`config.mk`:
```
export PLATFORM = sky130hd
export DESIGN_NAME = serial_packet_deframer_with_ack_core
export DESIGN_NICKNAME = d
export VERILOG_FILES = /design/src/design/spd_pkg.sv /design/src/design/serial_packet_deframer_with_ack_core.sv /design/src/design/spd_parser.sv /design/src/design/spd_sequencer.sv
export SDC_FILE = /design/constraint.sdc
export NUM_CORES = 1
export LEC_CHECK = 0
export BUFFER_PORTS_ARGS = -buffer_cell sky130_fd_sc_hd__buf_2
export CAP_MARGIN = 15
export CORE_MARGIN = 2
export CORE_UTILIZATION = 40
export CTS_BUF_LIST = sky130_fd_sc_hd__clkbuf_4 sky130_fd_sc_hd__clkbuf_8
export DETAILED_ROUTE_END_ITERATION = 10
export PLACE_DENSITY = 0.57
export SYNTH_ARGS = -nofsm -noshare
export SYNTH_HDL_FRONTEND = slang
export SYNTH_SLANG_ARGS = --single-unit
```
`constraint.sdc`:
```
create_clock -name clk -period 4.7 [get_ports clk]
set_clock_uncertainty 0.2 [all_clocks]
set_input_delay 0.47 -clock clk [delete_from_list [all_inputs] [get_ports clk]]
set_output_delay 0.47 -clock clk [all_outputs]
set_load 0.05 [all_outputs]
```
`src/design/spd_pkg.sv`:
```
// Shared types, constants and helper functions for the serial packet deframer.
// Used by spd_parser, spd_sequencer and serial_packet_deframer_with_ack_core.
// No dependencies.
package spd_pkg;

	// Packet framing constants.
	localparam int MAX_CONTENT = 64;
	localparam int CNT_W       = $clog2(MAX_CONTENT + 1);
	localparam int ACK_LEN     = 11;
	localparam int SUB_W       = $clog2(ACK_LEN);

	localparam logic [7:0] CH_START = 8'h24;   // '$'
	localparam logic [7:0] CH_STAR  = 8'h2A;   // '*'
	localparam logic [7:0] CH_FILL  = 8'hFF;
	localparam logic [7:0] CH_A     = 8'h41;
	localparam logic [7:0] CH_C     = 8'h43;
	localparam logic [7:0] CH_K     = 8'h4B;
	localparam logic [7:0] ACK_ASK  = 8'h01;

	// Index of the final acknowledge byte.
	localparam logic [SUB_W-1:0] ACK_LAST = SUB_W'(ACK_LEN - 1);
	localparam logic [CNT_W-1:0] CNT_LAST = CNT_W'(MAX_CONTENT - 1);

	// Result kinds as carried on the master-side tuser.
	typedef enum logic [1:0] {
		KIND_CONTENT = 2'd0,
		KIND_DONE    = 2'd1,
		KIND_ACK     = 2'd2
	} kind_t;

	// Receive phases.
	typedef enum logic [1:0] {
		PH_HUNT    = 2'd0,
		PH_HEADER  = 2'd1,
		PH_CONTENT = 2'd2
	} phase_t;

	// Parser status handed to the sequencer.
	typedef struct packed {
		phase_t     phase;
		logic       ack_pending;
		logic       at_end;
		logic [7:0] id;
		logic [7:0] ptype;
		logic [7:0] subtype;
		logic [7:0] ack_req;
	} info_t;

	// Byte of the acknowledge frame at a given position.
	function automatic logic [7:0] ack_byte(input logic [SUB_W-1:0] idx, input logic [7:0] id);
		logic [7:0] res;
		case (idx)
			SUB_W'(0):  res = CH_START;
			SUB_W'(1):  res = CH_STAR;
			SUB_W'(2):  res = id;
			SUB_W'(3):  res = CH_FILL;
			SUB_W'(4):  res = CH_FILL;
			SUB_W'(5):  res = CH_FILL;
			SUB_W'(6):  res = CH_A;
			SUB_W'(7):  res = CH_C;
			SUB_W'(8):  res = CH_K;
			SUB_W'(9):  res = CH_STAR;
			SUB_W'(10): res = CH_START;
			default:    res = 8'h00;
		endcase
		return res;
	endfunction

endpackage

```
`src/design/serial_packet_deframer_with_ack_core.sv`:
```
// Top level of the serial packet deframer with acknowledge.
// Depends on spd_pkg, spd_parser and spd_sequencer.
//
// Usage: received bytes enter on the slave stream (s_tdata, one byte per
// request). Results leave on the master stream: m_tuser gives the kind
// (content byte, packet complete, acknowledge byte), m_tdata carries the data
// byte and the four captured header bytes, and m_tlast marks the last result
// caused by one input byte. Marker and header bytes produce no results.
// A byte sits in an input register, then its results are produced one per
// cycle into the output register while the receiver keeps m_tready high.
// Content bytes sustain one byte per cycle while m_tready stays high; a packet's
// final byte gives two results (content and complete), and the byte after an
// acknowledged packet gives the eleven results of the acknowledge burst.
// Bytes that cause no result are consumed even while the output is stalled.
// Reset clears the hunt state, the header bytes and the valid flags of both stream registers.
// When the receiver stalls, the output register holds its result, the input
// register fills, and s_tready then drops until results move again.
module serial_packet_deframer_with_ack_core (
	input  logic        clk,
	input  logic        arst_n,
	input  logic        s_tvalid,
	output logic        s_tready,
	input  logic [7:0]  s_tdata,    // rx_byte
	output logic        m_tvalid,
	input  logic        m_tready,
	output logic [39:0] m_tdata,    // data_byte, packet_id, packet_type, packet_subtype, ack_request
	output logic [1:0]  m_tuser,    // kind
	output logic        m_tlast
);
	import spd_pkg::*;

	logic       valid_s1;
	logic [7:0] byte_s1;
	logic       consume;
	info_t      info;

	assign s_tready = !valid_s1 || consume;

	// Input register.
	always_ff @(posedge clk or negedge arst_n) begin
		if (!arst_n) begin
			valid_s1 <= 1'b0;
		end else if (s_tready) begin
			valid_s1 <= s_tvalid;
		end
	end

	always_ff @(posedge clk) begin
		if (s_tready && s_tvalid) begin
			byte_s1 <= s_tdata;
		end
	end

	spd_parser u_parser (
		.clk     (clk),
		.arst_n  (arst_n),
		.rx_byte (byte_s1),
		.consume (consume),
		.info    (info)
	);

	spd_sequencer u_seq (
		.clk      (clk),
		.arst_n   (arst_n),
		.valid_s1 (valid_s1),
		.byte_s1  (byte_s1),
		.info     (info),
		.consume  (consume),
		.m_tvalid (m_tvalid),
		.m_tready (m_tready),
		.m_tdata  (m_tdata),
		.m_tuser  (m_tuser),
		.m_tlast  (m_tlast)
	);

endmodule

```
`src/design/spd_parser.sv`:
```
// Frame parser: marker hunt, header capture, content counting and ack flag.
// Depends on spd_pkg. State advances once per consumed byte.
module spd_parser (
	input  logic           clk,
	input  logic           arst_n,
	input  logic [7:0]     rx_byte,
	input  logic           consume,
	output spd_pkg::info_t info
);
	import spd_pkg::*;

	phase_t            phase_q;
	logic              marker_q;
	logic [1:0]        hdr_cnt_q;
	logic [CNT_W-1:0]  cnt_q;
	logic [3:0][7:0]   hdr_q;
	logic              ack_pend_q;
	logic              at_end;

	// A content byte ends the packet on zero or when the limit is reached.
	assign at_end = (rx_byte == 8'h00) || (cnt_q == CNT_LAST);

	assign info.phase       = phase_q;
	assign info.ack_pending = ack_pend_q;
	assign info.at_end      = at_end;
	assign info.id          = hdr_q[0];
	assign info.ptype       = hdr_q[1];
	assign info.subtype     = hdr_q[2];
	assign info.ack_req     = hdr_q[3];

	// State update on each consumed byte.
	always_ff @(posedge clk or negedge arst_n) begin
		if (!arst_n) begin
			phase_q    <= PH_HUNT;
			marker_q   <= 1'b0;
			hdr_cnt_q  <= 2'd0;
			cnt_q      <= '0;
			hdr_q      <= '0;
			ack_pend_q <= 1'b0;
		end else if (consume) begin
			ack_pend_q <= 1'b0;
			case (phase_q)
				PH_HEADER: begin
					hdr_q[hdr_cnt_q] <= rx_byte;
					hdr_cnt_q        <= hdr_cnt_q + 2'd1;
					if (hdr_cnt_q == 2'd3) begin
						phase_q <= PH_CONTENT;
						cnt_q   <= '0;
					end
				end
				PH_CONTENT: begin
					if (at_end) begin
						phase_q    <= PH_HUNT;
						marker_q   <= 1'b0;
						cnt_q      <= '0;
						ack_pend_q <= (hdr_q[3] == ACK_ASK);
					end else begin
						cnt_q <= cnt_q + CNT_W'(1);
					end
				end
				default: begin
					phase_q <= PH_HUNT;
					if (rx_byte == CH_START) begin
						marker_q <= 1'b1;
					end else if (marker_q && rx_byte == CH_STAR) begin
						marker_q  <= 1'b0;
						phase_q   <= PH_HEADER;
						hdr_cnt_q <= 2'd0;
					end else begin
						marker_q <= 1'b0;
					end
				end
			endcase
		end
	end

endmodule

```
`src/design/spd_sequencer.sv`:
```
// Result sequencer: walks the results of one byte and fills the output register.
// Depends on spd_pkg; takes parser status from spd_parser.
module spd_sequencer (
	input  logic           clk,
	input  logic           arst_n,
	input  logic           valid_s1,
	input  logic [7:0]     byte_s1,
	input  spd_pkg::info_t info,
	output logic           consume,
	output logic           m_tvalid,
	input  logic           m_tready,
	output logic [39:0]    m_tdata,   // data_byte, packet_id, packet_type, packet_subtype, ack_request
	output logic [1:0]     m_tuser,   // kind
	output logic           m_tlast
);
	import spd_pkg::*;

	logic [SUB_W-1:0] sub_q;
	logic             valid_q;
	logic [39:0]      data_q;
	kind_t            kind_q;
	logic             last_q;

	logic             emit;
	logic             final_res;
	kind_t            kind_n;
	logic [7:0]       byte_n;
	logic             last_n;
	logic             out_free;
	logic             step;

	// Pick the result for the current position within this byte's list.
	always_comb begin
		emit      = 1'b0;
		final_res = 1'b1;
		kind_n    = KIND_CONTENT;
		byte_n    = 8'h00;
		last_n    = 1'b0;
		if (info.ack_pending) begin
			emit      = 1'b1;
			kind_n    = KIND_ACK;
			byte_n    = ack_byte(sub_q, info.id);
			last_n    = (sub_q == ACK_LAST);
			final_res = (sub_q == ACK_LAST);
		end else if (info.phase == PH_CONTENT) begin
			emit = 1'b1;
			if (sub_q == '0) begin
				kind_n    = KIND_CONTENT;
				byte_n    = byte_s1;
				last_n    = !info.at_end;
				final_res = !info.at_end;
			end else begin
				kind_n    = KIND_DONE;
				byte_n    = 8'h00;
				last_n    = 1'b1;
				final_res = 1'b1;
			end
		end
	end

	assign out_free = !valid_q || m_tready;
	assign step     = valid_s1 && (!emit || out_free);
	assign consume  = step && final_res;

	// Position counter within the current byte's results.
	always_ff @(posedge clk or negedge arst_n) begin
		if (!arst_n) begin
			sub_q <= '0;
		end else if (step) begin
			sub_q <= final_res ? '0 : sub_q + SUB_W'(1);
		end
	end

	// Output register.
	always_ff @(posedge clk or negedge arst_n) begin
		if (!arst_n) begin
			valid_q <= 1'b0;
		end else if (out_free) begin
			valid_q <= step && emit;
		end
	end

	always_ff @(posedge clk) begin
		if (out_free && step && emit) begin
			data_q <= {info.ack_req, info.subtype, info.ptype, info.id, byte_n};
			kind_q <= kind_n;
			last_q <= last_n;
		end
	end

	assign m_tvalid = valid_q;
	assign m_tdata  = data_q;
	assign m_tuser  = kind_q;
	assign m_tlast  = last_q;

endmodule
```
Yosys cells after proc, flatten, opt, wreduce, memory -nomap -nowiden
Cells that the tools add are included.
{"block": "classes", "bitwise_logic": 2, "add_sub_neg": 3, "order_cmp": 2, "eq_ne": 20, "n_reduce_logical": 29, "n_mux": 33}
{"cell": "$pmux 8 s7", "n": 1}
{"cell": "$bwmux 32", "n": 1}
{"cell": "$mux 8", "n": 4}
{"cell": "$demux 8 s2", "n": 1}
{"cell": "$eq 4x3->1 const B", "n": 4}
{"cell": "$eq 8x6->1 const B", "n": 2}
{"cell": "$mux 7", "n": 2}
{"cell": "$pmux 7 s2", "n": 1}
{"cell": "$mux 1", "n": 13}
{"cell": "$eq 4x4->1 const B", "n": 3}
{"cell": "$mux 2", "n": 6}
{"cell": "$reduce_and 3->1", "n": 3}
{"cell": "$eq 4x2->1 const B", "n": 2}
{"cell": "$eq 8x1->1 const B", "n": 1}
{"cell": "$logic_and 1x1->1", "n": 8}
{"cell": "$logic_not 8->1", "n": 1}
{"cell": "$pmux 2 s2", "n": 2}
{"cell": "$add 7x1->7 const B", "n": 1}
{"cell": "$eq 7x6->1 const B", "n": 1}
{"cell": "$reduce_or 2->1", "n": 3}
{"cell": "$add 4x1->4 const B", "n": 1}
{"cell": "$eq 2x2->1 const B", "n": 2}
{"cell": "$eq 4x1->1 const B", "n": 1}
{"cell": "$logic_not 1->1", "n": 4}
{"cell": "15 further kinds", "n": 21}
{"block": "word_totals", "register_bits": 102, "in_bits": 12, "word_cells": 106, "output_inout_bits": 45}

Logic depth before layout (Yosys ltp)
{"block": "depth", "word_depth": 9, "depth_mapped": 9}

Hierarchy
A second synthesis with hierarchy kept.
{"block": "hier_totals", "cells_unflattened": 310, "hier_area_um2": 4311.6}
{"mod": "spd_parser", "seq_area_each_um2": 1126.1, "area_each_um2": 2060.7, "cells_per_inst": 164, "n_inst": 1}
{"mod": "spd_sequencer", "seq_area_each_um2": 1416.4, "area_each_um2": 1956.9, "cells_per_inst": 134, "n_inst": 1}
{"mod": "serial_packet_deframer_with_ack_core", "seq_area_each_um2": 265.3, "area_each_um2": 294.0, "cells_per_inst": 12, "n_inst": 1}

Worst setup path after synthesis
No wires, ideal clock.
{"block": "synth_timing", "path_kind": "reg2reg", "startpoint": "register u_parser.phase_q[0]", "endpoint": "register u_seq.data_q[0] (netlist: u_seq.m_tdata[0]) (enable)", "path_buffers": 0, "setup_ns": 0.444, "required_ns": 4.056, "path_slack_ns": 1.118, "stages_incl_launch_ff": 6, "t_arrival_ns": 2.938, "cell_sequence": "dfrtp_1 -> inv_1 -> ha_1 -> nor2_1 -> o21ai_1 -> nor2_1"}
{"block": "synth_between", "elab_chain_len": 8}
{"element": "start: declaration", "line": "spd_parser.sv:12", "text": "phase_t phase_q;"}
{"element": "start signal: assignment", "line": "spd_parser.sv:34", "text": "phase_q <= PH_HUNT;"}
{"element": "start signal: assignment", "line": "spd_parser.sv:47", "text": "phase_q <= PH_CONTENT;"}
{"element": "start signal: assignment", "line": "spd_parser.sv:53", "text": "phase_q <= PH_HUNT;"}
{"element": "$eq 2x2->1 *", "line": "spd_sequencer.sv:45", "text": "end else if (info.phase == PH_CONTENT) begin"}
{"element": "$mux 1 *", "line": "spd_sequencer.sv:45"}
{"element": "$mux 1 *", "line": "spd_sequencer.sv:39", "text": "if (info.ack_pending) begin"}
{"element": "$logic_not 1->1", "line": "spd_sequencer.sv:62", "text": "assign step = valid_s1 && (!emit || out_free);"}
{"element": "$logic_or 1x1->1", "line": "spd_sequencer.sv:62"}
{"element": "$logic_and 1x1->1", "line": "spd_sequencer.sv:62"}
{"element": "$logic_and 1x1->1", "line": "spd_sequencer.sv:84", "text": "if (out_free && step && emit) begin"}
{"element": "$logic_and 1x1->1 *", "line": "spd_sequencer.sv:84"}
{"element": "end signal: assignment", "line": "spd_sequencer.sv:85", "text": "data_q <= {info.ack_req, info.subtype, info.ptype, info.id, byte_n};"}
{"element": "end: declaration", "line": "spd_sequencer.sv:20", "text": "logic [39:0] data_q;"}
Every way passes the cells marked *; elsewhere a longest branch is shown, timed or not.
A chain may end at the register's enable or synchronous reset.

Final worst setup path
{"block": "layout_timing", "startpoint": "register u_seq.sub_q[0]", "endpoint": "output s_tready"}
{"block": "layout_between", "elab_chain_len": 6}
{"element": "start: declaration", "line": "spd_sequencer.sv:18", "text": "logic [SUB_W-1:0] sub_q;"}
{"element": "start signal: assignment", "line": "spd_sequencer.sv:70", "text": "sub_q <= final_res ? '0 : sub_q + SUB_W'(1);"}
{"element": "$logic_not 4->1", "line": "spd_sequencer.sv:47", "text": "if (sub_q == '0) begin"}
{"element": "$mux 1", "line": "spd_sequencer.sv:47"}
{"element": "$mux 1", "line": "spd_sequencer.sv:45"}
{"element": "$mux 1 *", "line": "spd_sequencer.sv:39"}
{"element": "$logic_and 1x1->1 *", "line": "spd_sequencer.sv:63", "text": "assign consume = step && final_res;"}
{"element": "$logic_or 1x1->1 *", "line": "serial_packet_deframer_with_ack_core.sv:37", "text": "assign s_tready = !valid_s1 || consume;"}
{"element": "end: declaration", "line": "serial_packet_deframer_with_ack_core.sv:22", "text": "output logic s_tready,"}
Marked as above.

==> metrics.cfg <==
[status]
outcome = finished, violations left
violations = negative hold slack

[detailed_routing]
vias = 2671
drtAntennaViolNets = 0
routed_wl_um = 8452
firstDrtPassIters = 4
drc = 0
wl_per_cell_um = 16.32
via_per_inst = 5.156
dr.first_iter.drc_count = 173

[floorplan]
placeableCoreArea_mm2 = 0.01075
rows = 38
die-area_mm2 = 0.01173
dieHeight_um = 108.3
die_w_um = 108.3
pin_count = 57
initial_core_util_pct = 40.49

[finish]
nets = 396
drive_above_1_share_pct = 32.01
n_antenna_cell = 0
final_area_mm2 = 0.005035
syn_to_final_growth_pct = 15.73
final_cells = 518

[synth]
synth_seq_area_share_pct = 64.54
yosys-top-cells-area = edfxtp_1, dfrtp_1, mux2_2
synth_warnings = 0
async_flop_share_pct = 50.00
synth_area_leader_cell = edfxtp_1
synthCells = 312
ys_top_cells_by_count = dfrtp_1, edfxtp_1, mux2_2
synth_edf_count = 51
synthFlopType = edfxtp_1
netlist_area_mm2 = 0.004350
synth_top_area_share_pct = 35.20
ys_types = 56
synth_seq_cells = 102
avgSynthCellArea_um2 = 13.94
syn-num-nets = 335

[timing]
max_freq_mhz = 298.9
hold_viol_final = 8
slew_viol_final = 0
period_needed_ns = 3.346
period_share_pct = 71.19
rsz0062_at_grt = false
setup_viol = 0
worst_slew_pin_slew_ns = 0.8965
slew_headroom_pct = 40.23
timing.hold.ws_ns = -0.003966
timing.setup.tns_ns = 0

[setup_path]
cp-end-kind = output pin
critical_path.max_fanout = 12
critPathKind = reg -> out
cp-start-kind = flip-flop
required_ns = 4.03
arrival_ns = 2.68

[global_route]
grt_overflow = 0
grt_max_degree = 52
grt_pass1_wl_um = 13420
grt_usage_pct = 15.29
grt_pass1_vias = 2574
grt_antenna_before_repair = 0

[place]
globalplace.congestion = 0.7674
post_dp_cell_area_mm2 = 0.004775
placed_cells = 501
hpwlAfterDp_um = 5854
port-buffer-count = 56

[clock_tree]
cts_setup_buffers = 0
clkLatencyLatePin_ns = 0.38
hold_buffers = 0
ctsResizeCount = 0
numCtsBuffers = 9
clk_pin_slew_ns = 0.10
clockBufferDepth = 2
cts.sinks = 102
htree_levels = 3
ctsRootBufferMaster = clkbuf_8
cts_tree = built

[power]
powerDensity_mw_per_mm2 = 343.9
ir_worst_vdd_v = 0.0001467
p_leak_nw = 2.128
power_mw = 1.731

[job]
drv_cap = 0

[worst_hold_path]
hold_path_class = in -> async

[path summary, 6_finish.rpt]
path	from	endpoint	slack, ns	cells past startpoint
setup reg to reg	u_seq.sub_q[0]$_DFFE_PN0N_	u_parser.info[31]$_DFFE_PN0P_	1.60	7
min in group clk	s_tdata[4]	byte_s1[4]$_DFFE_PP_	0.06	1
hold reg to reg	u_parser.info[11]$_DFFE_PN0P_	u_seq.m_tdata[27]$_DFFE_PP_	0.25	0
setup / recovery	u_seq.sub_q[0]$_DFFE_PN0N_	s_tready	1.35	7
hold / removal	arst_n	u_seq.sub_q[3]$_DFFE_PN0N_	-0.004	2
max in group asynchronous	arst_n	u_parser.info[31]$_DFFE_PN0P_	3.83	2
[state kept, by name, indices dropped and copies added (netlist names)]
signal,flops
valid_s1,1
u_parser.info,32
u_parser.phase_q,2
u_seq.m_tdata,40
u_parser.hdr_cnt_q,2
u_parser.ack_pend_q,1
u_seq.m_tvalid,1
u_parser.cnt_q,7
u_seq.sub_q,4
u_seq.m_tlast,1
u_seq.m_tuser,2
u_parser.marker_q,1
byte_s1,8
[routing by layer]
| layer | up-vias | track usage, % | wire, um |
|---|---|---|---|
| met5 | - | 0 | 0 |
| met4 | 0 | 5.220 | 117 |
| met3 | 11 | 3.255 | 300 |
| met2 | 52 | 23.99 | 3999 |
| met1 | 1323 | 21.21 | 4035 |
| li1 | 1285 | - | - |
[per-stage QoR]
step / hold WS [ns] / utilization (%) / setup WS, ns
3_3_place_gp: 0.2276 / 44.43 / 1.683
5_1_grt: 0.04512 / 46.86 / 1.203
2_1_floorplan: -0.02559 / - / 1.118
4_1_cts: 0.03520 / 46.67 / 1.364
6_report: -0.003966 / 46.86 / 1.354
3_5_place_dp: 0.2298 / 44.43 / 1.622
[layout make-up]
class,instances,area [um^2]
Clock inverter,7,116.4
Sequential cell,102,2808
Tap cell,140,175.2
Fill cell,981,5710
Timing Repair Buffer,59,315.3
Clock buffer,9,123.9
Multi-Input combinational cell,192,1463
Inverter,9,33.78
[power by group]
| group | switching, mW | leakage (nW) | total (mW) | internal, mW |
|---|---|---|---|---|
| Sequential | 0.0305 | 1.20 | 1.00 | 0.970 |
| Clock | 0.329 | 0.121 | 0.643 | 0.315 |
| Combinational | 0.0536 | 0.804 | 0.0881 | 0.0345 |
[worst max-delay path: stages (launching register included)]
cell and delay (ns):
dfrtp_1 0.43, inv_1 0.10, ha_1 0.26, and3b_1 0.23, o221ai_2 0.69, nand2b_1 0.31
nand2_1 0.07, buf_2 0.21
[layout by cell type, fill, tap and decap left out, drive strengths merged, types with 2 or more instances in the layout]
cell type   n
nor3        8
o31ai       2
edfxtp     51
o21ai      21
a21oi       9
buf        59
ha         11
o211ai      2
nand4       2
bufinv      2
a211oi      4
mux2       33
nand2b      4
nor2       20
a21boi      2
nor4        5
inv        12
a211o       2
dfrtp      51
nand3       5
nand2      23
clkinv      2
clkbuf      9
nor3b       3
o22ai       3
a32o        3
nor2b       7
[logic make-up after synthesis]
kind of cell,count (synthesis),share of synthesized area [%]
mux,34,9.203
fa+ha+maj,11,3.164
simple gates,87,11.94
buf+inv,18,2.013
compound gates,60,9.146
flops,102,64.54
(Power assumes the default switching activity.)
